File: config.mk
export PLATFORM = sky130hd
export DESIGN_NAME = riot_mailbox_sound_interface_core
export DESIGN_NICKNAME = d
export VERILOG_FILES = /design/src/rmsi_pkg.sv /design/src/riot_mailbox_sound_interface_core.sv
export SDC_FILE = /design/constraint.sdc
export NUM_CORES = 1
export LEC_CHECK = 0
export BUFFER_PORTS_ARGS = -buffer_cell sky130_fd_sc_hd__buf_2
export CORE_ASPECT_RATIO = 1.5
export CORE_UTILIZATION = 45
export CTS_BUF_LIST = sky130_fd_sc_hd__clkbuf_4 sky130_fd_sc_hd__clkbuf_8
export DETAILED_ROUTE_END_ITERATION = 10
export SLEW_MARGIN = 20
export SYNTH_ARGS = -nofsm -noshare
export SYNTH_HDL_FRONTEND = slang
export SYNTH_SLANG_ARGS = --single-unit
export TNS_END_PERCENT = 1
File: constraint.sdc
create_clock -name clk -period 3.6 [get_ports clk]
set_clock_uncertainty 0.05 [all_clocks]
set_input_delay 0.36 -clock clk [delete_from_list [all_inputs] [get_ports clk]]
set_output_delay 0.36 -clock clk [all_outputs]
set_load 0.01 [all_outputs]
File: src/rmsi_pkg.sv
// Shared codes and constants for the sound-board interface core.
package rmsi_pkg;

  // Command codes carried on in_tuser
  localparam logic [3:0] CMD_RIOT_RD  = 4'd0;
  localparam logic [3:0] CMD_RIOT_WR  = 4'd1;
  localparam logic [3:0] CMD_FIFO_POP = 4'd2;
  localparam logic [3:0] CMD_REPLY_WR = 4'd3;
  localparam logic [3:0] CMD_REPLY_RD = 4'd4;
  localparam logic [3:0] CMD_READY_RD = 4'd5;
  localparam logic [3:0] CMD_FIFO_PSH = 4'd6;
  localparam logic [3:0] CMD_SND_RST  = 4'd7;
  localparam logic [3:0] CMD_TICK     = 4'd8;

  // RIOT register offsets
  localparam logic [4:0] ADR_PORT_A   = 5'd0;
  localparam logic [4:0] ADR_DIR_A    = 5'd1;
  localparam logic [4:0] ADR_PORT_B   = 5'd2;
  localparam logic [4:0] ADR_DIR_B    = 5'd3;
  localparam logic [4:0] ADR_IRQ_FLG  = 5'd5;
  localparam logic [4:0] ADR_TMR_LOAD = 5'd31;

  // Bit masks
  localparam logic [7:0] PA_LOW7_MASK  = 8'h7f;
  localparam logic [7:0] PA_FORCED_B4  = 8'h10;
  localparam logic [7:0] PA_FIFO_NE    = 8'h80;
  localparam logic [7:0] PA_SPCH_NRDY  = 8'h04;
  localparam logic [7:0] PA_REPLY_FULL = 8'h40;
  localparam logic [7:0] PA_CLR_REPLY  = 8'hbf;
  localparam logic [7:0] PA_CLR_TOP2   = 8'h3f;
  localparam logic [7:0] IRQ_TIMER     = 8'h80;
  localparam logic [7:0] RDY_FIFO_FULL = 8'h80;

  localparam int FIFO_DEPTH_DEF = 8;

  // One result beat
  typedef struct packed {
    logic       fifo_overrun;
    logic       fifo_underrun;
    logic       irq_pulse;
    logic [7:0] speech_byte;
    logic       speech_strobe;
    logic [7:0] read_data;
  } rmsi_result_t;

endpackage

File: src/riot_mailbox_sound_interface_core.sv
// Sound-board interface core: 6532-style ports and timer, command FIFO, reply mailbox.
// A result beat is formed in order: the item capture and command-store read at accept,
// then the update of state and the result register.
// The core holds one beat at a time: in_tready stays low until the held beat has
// been through its update step, and a result left untaken holds the update step.
// Reset (rst_n low, synchronous) clears the state registers and the entry valid bits, so
// every command-store entry reads as zero until written; no clearing pass.
module riot_mailbox_sound_interface_core import rmsi_pkg::*; #(
  parameter int FIFO_DEPTH = FIFO_DEPTH_DEF
) (
  input  logic        clk,
  input  logic        rst_n,
  // in_tdata: [4:0] address, [12:5] data, [13] speech_ready, [15:14] zero
  input  logic [15:0] in_tdata,
  input  logic [3:0]  in_tuser,   // [3:0] command
  input  logic        in_tvalid,
  output logic        in_tready,
  // out_tdata: [7:0] read_data, [8] speech_strobe, [16:9] speech_byte,
  //            [17] irq_pulse, [18] fifo_underrun, [19] fifo_overrun, [23:20] zero
  output logic [23:0] out_tdata,
  output logic        out_tvalid,
  input  logic        out_tready
);

  localparam int PTR_W = $clog2(FIFO_DEPTH);
  localparam int CNT_W = $clog2(FIFO_DEPTH + 1);
  localparam logic [PTR_W-1:0] PTR_LAST = PTR_W'(FIFO_DEPTH - 1);
  localparam logic [CNT_W-1:0] CNT_FULL = CNT_W'(FIFO_DEPTH);

  function automatic logic [PTR_W-1:0] ptr_inc(input logic [PTR_W-1:0] p);
    return (p == PTR_LAST) ? '0 : p + PTR_W'(1);
  endfunction

  // Item held while it executes
  logic            busy_r;
  logic [3:0]      cmd_r;
  logic [4:0]      addr_r;
  logic [7:0]      data_r;
  logic            rdy_r;

  // Architectural registers
  logic [PTR_W-1:0] head_r, head_nxt;
  logic [PTR_W-1:0] tail_r, tail_nxt;
  logic [CNT_W-1:0] cnt_r, cnt_nxt;
  logic [7:0]       reply_r, reply_nxt;
  logic [7:0]       pa_r, pa_nxt;
  logic [7:0]       pb_r, pb_nxt;
  logic [7:0]       da_r, da_nxt;
  logic [7:0]       db_r, db_nxt;
  logic [7:0]       tmr_r, tmr_nxt;
  logic             tmr_on_r, tmr_on_nxt;
  logic [7:0]       irqf_r, irqf_nxt;

  // Command store
  logic [7:0]            mem [FIFO_DEPTH];
  logic [FIFO_DEPTH-1:0] vld_r;
  logic [7:0]            mem_q;
  logic                  mem_q_vld;
  logic                  mem_we;
  logic [PTR_W-1:0]      mem_wa;
  logic [7:0]            head_byte;

  // Result register
  logic         out_vld_r;
  rmsi_result_t res_r, res_nxt;

  logic in_go, exec_go;
  logic fifo_full;
  logic [7:0] tmr_dec;
  logic [7:0] pa_wr;

  assign in_tready = !busy_r;
  assign in_go     = in_tvalid && in_tready;
  assign exec_go   = busy_r && (!out_vld_r || out_tready);

  assign out_tvalid = out_vld_r;
  assign out_tdata  = {4'b0, res_r};

  assign fifo_full = (cnt_r == CNT_FULL);
  assign head_byte = mem_q_vld ? mem_q : 8'h00;
  assign tmr_dec   = tmr_r - 8'd1;
  assign pa_wr     = (pa_r & ~da_r) | (data_r & da_r);

  // Synchronous memory: read at accept, write during execute
  always_ff @(posedge clk) begin
    if (mem_we) begin
      mem[mem_wa] <= data_r;
    end
    if (in_go) begin
      mem_q <= mem[head_r];
    end
  end

  always_ff @(posedge clk) begin
    if (!rst_n) begin
      vld_r     <= '0;
      mem_q_vld <= 1'b0;
    end else begin
      if (mem_we) begin
        vld_r[mem_wa] <= 1'b1;
      end
      if (in_go) begin
        mem_q_vld <= vld_r[head_r];
      end
    end
  end

  // Update of state and result
  always_comb begin
    head_nxt   = head_r;
    tail_nxt   = tail_r;
    cnt_nxt    = cnt_r;
    reply_nxt  = reply_r;
    pa_nxt     = pa_r;
    pb_nxt     = pb_r;
    da_nxt     = da_r;
    db_nxt     = db_r;
    tmr_nxt    = tmr_r;
    tmr_on_nxt = tmr_on_r;
    irqf_nxt   = irqf_r;
    res_nxt    = '0;
    mem_we     = 1'b0;
    mem_wa     = tail_r;

    unique case (cmd_r)
      CMD_RIOT_RD: begin
        unique case (addr_r)
          ADR_PORT_A: res_nxt.read_data = (pa_r & PA_LOW7_MASK) | PA_FORCED_B4
                                         | ((cnt_r != '0) ? PA_FIFO_NE : 8'h00)
                                         | (rdy_r ? 8'h00 : PA_SPCH_NRDY);
          ADR_DIR_A:  res_nxt.read_data = da_r;
          ADR_PORT_B: res_nxt.read_data = pb_r;
          ADR_DIR_B:  res_nxt.read_data = db_r;
          ADR_IRQ_FLG: begin
            res_nxt.read_data = irqf_r;
            irqf_nxt          = 8'h00;
          end
          default: ;
        endcase
      end
      CMD_RIOT_WR: begin
        unique case (addr_r)
          ADR_PORT_A: begin
            pa_nxt = pa_wr;
            if (pa_r[0] && !pa_wr[0]) begin
              res_nxt.speech_strobe = 1'b1;
              res_nxt.speech_byte   = pb_r;
            end
          end
          ADR_DIR_A:  da_nxt = data_r;
          ADR_PORT_B: pb_nxt = data_r;
          ADR_DIR_B:  db_nxt = data_r;
          ADR_TMR_LOAD: begin
            tmr_nxt    = {1'b0, data_r[7:1]};
            tmr_on_nxt = 1'b1;
          end
          default: ;
        endcase
      end
      CMD_FIFO_POP: begin
        res_nxt.read_data = head_byte;
        if (cnt_r == '0) begin
          res_nxt.fifo_underrun = 1'b1;
        end else begin
          cnt_nxt  = cnt_r - CNT_W'(1);
          head_nxt = ptr_inc(head_r);
        end
      end
      CMD_REPLY_WR: begin
        reply_nxt = data_r;
        pa_nxt    = pa_r | PA_REPLY_FULL;
      end
      CMD_REPLY_RD: begin
        pa_nxt            = pa_r & PA_CLR_REPLY;
        res_nxt.read_data = reply_r;
      end
      CMD_READY_RD: begin
        res_nxt.read_data = (pa_r & PA_REPLY_FULL) | (fifo_full ? RDY_FIFO_FULL : 8'h00);
      end
      CMD_FIFO_PSH: begin
        mem_we = 1'b1;
        if (fifo_full) begin
          // overrun: head entry replaced, FIFO collapses to one item
          res_nxt.fifo_overrun = 1'b1;
          mem_wa   = head_r;
          cnt_nxt  = CNT_W'(1);
          tail_nxt = ptr_inc(head_r);
        end else begin
          tail_nxt = ptr_inc(tail_r);
          cnt_nxt  = cnt_r + CNT_W'(1);
        end
      end
      CMD_SND_RST: begin
        reply_nxt = 8'h00;
        head_nxt  = '0;
        tail_nxt  = '0;
        cnt_nxt   = '0;
        pa_nxt    = pa_r & PA_CLR_TOP2;
      end
      CMD_TICK: begin
        if (tmr_on_r) begin
          tmr_nxt = tmr_dec;
          if (tmr_dec == 8'h00) begin
            tmr_on_nxt        = 1'b0;
            irqf_nxt          = irqf_r | IRQ_TIMER;
            res_nxt.irq_pulse = 1'b1;
          end
        end
      end
      default: ;
    endcase

    if (!exec_go) begin
      mem_we = 1'b0;
    end
  end

  // Item capture
  always_ff @(posedge clk) begin
    if (in_go) begin
      cmd_r  <= in_tuser;
      addr_r <= in_tdata[4:0];
      data_r <= in_tdata[12:5];
      rdy_r  <= in_tdata[13];
    end
  end

  always_ff @(posedge clk) begin
    if (exec_go) begin
      res_r <= res_nxt;
    end
  end

  always_ff @(posedge clk) begin
    if (!rst_n) begin
      busy_r    <= 1'b0;
      out_vld_r <= 1'b0;
      head_r    <= '0;
      tail_r    <= '0;
      cnt_r     <= '0;
      reply_r   <= 8'h00;
      pa_r      <= 8'h00;
      pb_r      <= 8'h00;
      da_r      <= 8'h00;
      db_r      <= 8'h00;
      tmr_r     <= 8'h00;
      tmr_on_r  <= 1'b0;
      irqf_r    <= 8'h00;
    end else begin
      if (in_go) begin
        busy_r <= 1'b1;
      end else if (exec_go) begin
        busy_r <= 1'b0;
      end

      if (exec_go) begin
        out_vld_r <= 1'b1;
      end else if (out_tready) begin
        out_vld_r <= 1'b0;
      end

      if (exec_go) begin
        head_r   <= head_nxt;
        tail_r   <= tail_nxt;
        cnt_r    <= cnt_nxt;
        reply_r  <= reply_nxt;
        pa_r     <= pa_nxt;
        pb_r     <= pb_nxt;
        da_r     <= da_nxt;
        db_r     <= db_nxt;
        tmr_r    <= tmr_nxt;
        tmr_on_r <= tmr_on_nxt;
        irqf_r   <= irqf_nxt;
      end
    end
  end

endmodule

# Word level (Yosys, flattened, before mapping)
# Memories as Yosys holds them, arrays and structs flattened. A register that Yosys moved wholly into a read port is not among the register bits.
# Cells that the tools add are included.
[classes]
add_sub_neg = 5
n_lt_le_gt_ge = 3
n_eq_ne = 22
n_mux = 47
bitwise_logic = 12
reduce_logical = 40
[op_table]
columns = ["operator", "count"]
rows = [
  ["$mux W8", 9],
  ["$pmux W8 S4", 2],
  ["$pmux W8 S2", 3],
  ["$pmux W8 S5", 1],
  ["$reduce_and A3 Y1", 8],
  ["$mux W3", 7],
  ["$mux W1", 17],
  ["$and A8 B8 Y8", 2],
  ["$eq A4 B3 Y1 const B", 4],
  ["$or A7 B8 Y8", 2],
  ["$or A8 B8 Y8", 2],
  ["$reduce_bool A2 Y1", 8],
  ["$pmux W3 S2", 2],
  ["$pmux W4 S3", 1],
  ["$eq A5 B2 Y1 const B", 2],
  ["$reduce_and A5 Y1", 2],
  ["$eq A4 B2 Y1 const B", 2],
  ["$eq A4 B4 Y1 const B", 2],
  ["$logic_not A4 Y1", 2],
  ["$logic_not A8 Y1", 1],
  ["$lt A3 B4 Y1 const B", 2],
  ["$mux W4", 2],
  ["$not A8 Y8", 1],
  ["$or A8 B3 Y8", 1],
  ["other kinds (25)", 44],
]
[totals]
regBits = 116
mem_bits_rw = 64
output_inout_bits = 26
word_cells = 158
memories = 1
[mem_list]
columns = ["name", "words", "word_bits", "rd", "rd_ports_with_merged_regs", "write_ports", "line", "text"]
rows = [
  ["mem", 8, 8, 1, 1, 1, "riot_mailbox_sound_interface_core.sv:55", "logic [7:0] mem [FIFO_DEPTH];"],
]

# Longest topological paths before layout
[logic_depth]
word_depth = 8
mapped_depth = 8
depth_no_buf = 7

# Worst setup path before layout
# OpenSTA, ideal clock, no wires.
[synth_path]
kind = "flip-flop to flip-flop"
start = "reg cnt_r[0]"
end = "mem mem[2][0], enable pin"
arrival_time_ps = 1692
required_ps = 3176
path_slack_ps = 1484
stages_incl_launch_ff = 8
path_cell_list = "dfxtp_1 > inv_1 > ha_1 > and3b_1 > buf_2 > nor3b_1 > o21ai_1 > nor2_1"
[synth_via]
elab_chain_cells = 3
[synth_rtl]
columns = ["item", "line", "text"]
rows = [
  ["start: declaration", "riot_mailbox_sound_interface_core.sv:44", "logic [CNT_W-1:0] cnt_r, cnt_nxt;"],
  ["start signal: assignment", "riot_mailbox_sound_interface_core.sv:265", "cnt_r <= cnt_nxt;"],
  ["$eq A4 B4 Y1", "riot_mailbox_sound_interface_core.sv:79", "assign fifo_full = (cnt_r == CNT_FULL);"],
  ["$mux W3", "riot_mailbox_sound_interface_core.sv:182", "if (fifo_full) begin"],
  ["$mux W3", "riot_mailbox_sound_interface_core.sv:125", "unique case (cmd_r)"],
  ["end: declaration", "riot_mailbox_sound_interface_core.sv:55", ""],
]
# Every way passes these cells.

# Worst setup path after layout
[layout_path]
start = "reg cmd_r[1]"
end = "mem mem[7][4], enable pin"
[layout_via]
elab_chain_cells = 5
word_cells_on_any_way = 6
classes_between = "1 x eq/ne; 5 x mux"
[layout_rtl]
columns = ["item", "line", "text"]
rows = [
  ["start: declaration", "riot_mailbox_sound_interface_core.sv:36", "logic [3:0] cmd_r;"],
  ["start signal: assignment", "riot_mailbox_sound_interface_core.sv:221", "cmd_r <= in_tuser;"],
  ["$eq A4 B3 Y1 *", "riot_mailbox_sound_interface_core.sv:125", ""],
  ["$mux W1", "riot_mailbox_sound_interface_core.sv:125", ""],
  ["$mux W1", "riot_mailbox_sound_interface_core.sv:213", "if (!exec_go) begin"],
  ["$mux W1", "riot_mailbox_sound_interface_core.sv:86", "if (mem_we) begin"],
  ["$mux W1 (not written as such)", "riot_mailbox_sound_interface_core.sv:87", "mem[mem_wa] <= data_r;"],
]
# Every way passes the cells marked *; elsewhere a longest branch is shown, timed or not.

==> metrics.md <==
| Metric | Value |
|---|---|
| Routed WL | `17300 um` |
| DR vias | `approximately 5.3k` |
| Synth top area share | `42.1%` |
| RSZ-0062 raised after global routing | `false` |
| Max Cap Violations | `0` |
| Die Y | `164 um` |
| Post-synth EDFFs | `110` |
| # diodes | `0` |
| Hold crit path type | `primary input to register` |
| YS warnings | `0` |
| CP max stage delay | `~0.7 ns` |
| Clock root cell | `clkbuf_8` |
| Top-count cell post-synth | `edfxtp_1` |
| Worst VDD drop | `approximately 0.25 mV` |
| Worst-Skew Late Latency | `0.46 ns` |
| Slew Limit Headroom | `~27%` |
| Dominant cell type by area after synthesis | `edfxtp_1` |
| Critical path capture point type | `register` |
| Cts repair resizes | `0` |
| CTS tree | `built` |
| Worst setup path category | `register to register` |
| GP Congestion | `about 0.82` |
| WP buf/inv | `0` |
| Pwr Density | `439 nW/um^2` |
| Core area | `16900 um^2` |
| Sum Neg Setup Slack | `0 ns` |
| Worst slew pin tran | `1.09 ns` |
| P&R area growth vs syn | `12.1%` |
| Hold Vio Cnt, Final | `0` |
| Slew Limit Fails | `0` |
| Syn Inst Count | `between 600 and 700` |
| Mean Syn Cell Area | `approximately 12 um^2` |
| Total CTS buffers | `17` |
| Largest net degree at the start of global routing | `55` |
| Aggregate global routing overflow | `0` |
| Average wire per standard cell | `18.7 um` |
| Vias in the first global route | `between 5k and 6k` |
| Iteration-0 DRC Markers | `between 200 and 300` |
| Hold buffers post-CTS | `15` |
| Worst-case clock buffer depth | `2` |
| HPWL Detailed | `about 12000 um` |
| DRC errors left | `0` |
| Setup-failing EPs final | `0` |
| Synth Flop Type | `edfxtp_1` |
| Tmin final | `around 2.7 ns` |
| Die extent in x | `about 110 um` |
| Pre-antenna DRT Iters | `5` |
| Synth cell count leaders | `110 x edfxtp_1, 80 x nand2_1, 69 x dfxtp_1` |
| Layout cells sized above 1 | `19.2%` |
| Post-DRT Antenna Nets | `0` |
| Gr usage total | `between 20% and 30%` |
| Clock slew at reported path FFs | `0.09 ns` |
| TritonCTS Sinks | `between 150 and 200` |
| CTS HTree Levels | `4` |
| CP delay by family, top | `simple AND/OR/NAND/NOR gates` |
| Yosys reg bits | `~180` |
| Crit path DAT | `approximately 2.7 ns` |
| F_max | `around 0.38 GHz` |
| Post-synth ARST share | `0%` |
| Slowest CP cell | `edfxtp_1` |
| Ports | `50` |
| Distinct cells, synth | `just over 70` |
| Status | `completed` |
| Synthesized cell area | `around 7900 um^2` |
| First-pass GRT wire length | `roughly 28000 um` |
| IO buf count | `43` |
| Final period util | `73.6%` |
| Cells along the critical path | `nand4bb_1, nor3_2, o21ai_1, nor2_1` |
| Top cells by area, synth | `edfxtp_1 42%, dfxtp_1 18%, mux4_2 6.0%, nand2_1 3.8%, a21oi_1 2.7%` |
| Worst Path Required | `approximately 3.6 ns` |
| Starting density of the core | `a little under half` |
| Vias/cell | `5.70` |
| CP startpoint kind | `register` |
| Sequential fraction of the synthesis area | `between 50% and 60%` |
| Initial antenna violation count | `0` |
| CP max FO | `14` |
| P_leak | `~3 nW` |
| DIE AREA | `18000 um^2` |
| Fin nets | `~740` |
| Rows | `58` |
| Post-CTS setup buffer count | `0` |
| Final core occ | `roughly 52%` |
==> metrics by stage <==
step	instance area (um^2)	total power, mW	worst slack, ns	std cells	hold WS [ns]
4_1_cts	8810	3.91	0.913	925	0.00231
3_3_place_gp	8240	2.48	1.05	878	0.384
6_report	8810	3.87	0.950	925	0.0346
2_1_floorplan	7860	2.40	1.48	651	0.378
3_5_place_dp	8240	2.48	0.936	878	0.394
5_1_grt	8810	4.00	0.710	925	0.00794
==> placed cells by master, fill, tap and decap left out, drive strengths merged, types with 15 or more instances in the layout <==
cell type	count
inv	22
buf	52
edfxtp	110
dfxtp	69
nand3	23
nor2	53
mux2i	21
mux4	21
clkbuf	18
nand2	81
a21oi	42
o21ai	20
nor3	16
dlygate4sd3	15
==> per-layer routing <==
layer	part of all wire [%]	wire (um)	track usage, %
met1	40	6900	23.6
met2	53	9250	37.0
met3	3.3	575	3.37
met4	3.4	582	10.3
met5	0	0	0
==> report_power, final <==
part | switching [mW] | internal [mW] | total [mW]
combinational | 0.106 | 0.0665 | 0.173
sequential | 0.0615 | 2.21 | 2.27
clock | 0.761 | 0.661 | 1.42
total | 0.929 | 2.94 | 3.87
==> cells by family (layout without fill, tap and decap cells) <==
| family | Yosys count | in the layout | synth area share (%) |
|---|---|---|---|
| flops | 179 | 179 | 59.7 |
| compound gates | 117 | 117 | 9.58 |
| buf+inv | 50 | 114 | 2.92 |
| simple gates | 236 | 236 | 15.7 |
| mux | 55 | 55 | 10.6 |
| fa+ha+maj | 9 | 9 | 1.43 |
| other cells | 1 | 4 | 0.0478 |
| xor+xnor | 1 | 1 | 0.112 |
==> worst register-to-register path, stage by stage, from the launching register on <==
cell	delay (ns)
edfxtp_1	0.70
nand4bb_1	0.29
nor3_2	0.41
o21ai_1	0.16
nor2_1	0.68
==> final cells by class <==
| class | count | area (um^2) |
|---|---|---|
| Clock buffer | 18 | 248 |
| Clock inverter | 14 | 169 |
| Fill cell | 1477 | 8100 |
| Inverter | 15 | 56.3 |
| Multi-Input combinational cell | 422 | 2950 |
| Sequential cell | 179 | 4680 |
| Tap cell | 210 | 263 |
| Timing Repair Buffer | 67 | 433 |
==> sequential cells by signal, indices dropped and copies added (netlist names), 5 cells and up <==
signal and cells:
addr_r 5, da_r 8, data_r 8, db_r 8
mem 64, mem_q 8, out_tdata 20, pa_r 6
pb_r 8, reply_r 8, tmr_r 8, vld_r 8
==> final timing paths <==
kind | from | endpoint | slack [ns] | depth (start not counted)
worst max register to register | cmd_r[1]$_DFFE_PP_ | mem[7][4]$_DFFE_PP_ | 0.95 | 4
worst max-delay path | cmd_r[1]$_DFFE_PP_ | mem[7][4]$_DFFE_PP_ | 0.95 | 4
worst min register to register | da_r[4]$_SDFFE_PN0P_ | da_r[4]$_SDFFE_PN0P_ | 0.40 | 2
worst min-delay path | in_tuser[3] | cmd_r[3]$_DFFE_PP_ | 0.03 | 1
Power figures use the tool's default switching activity.
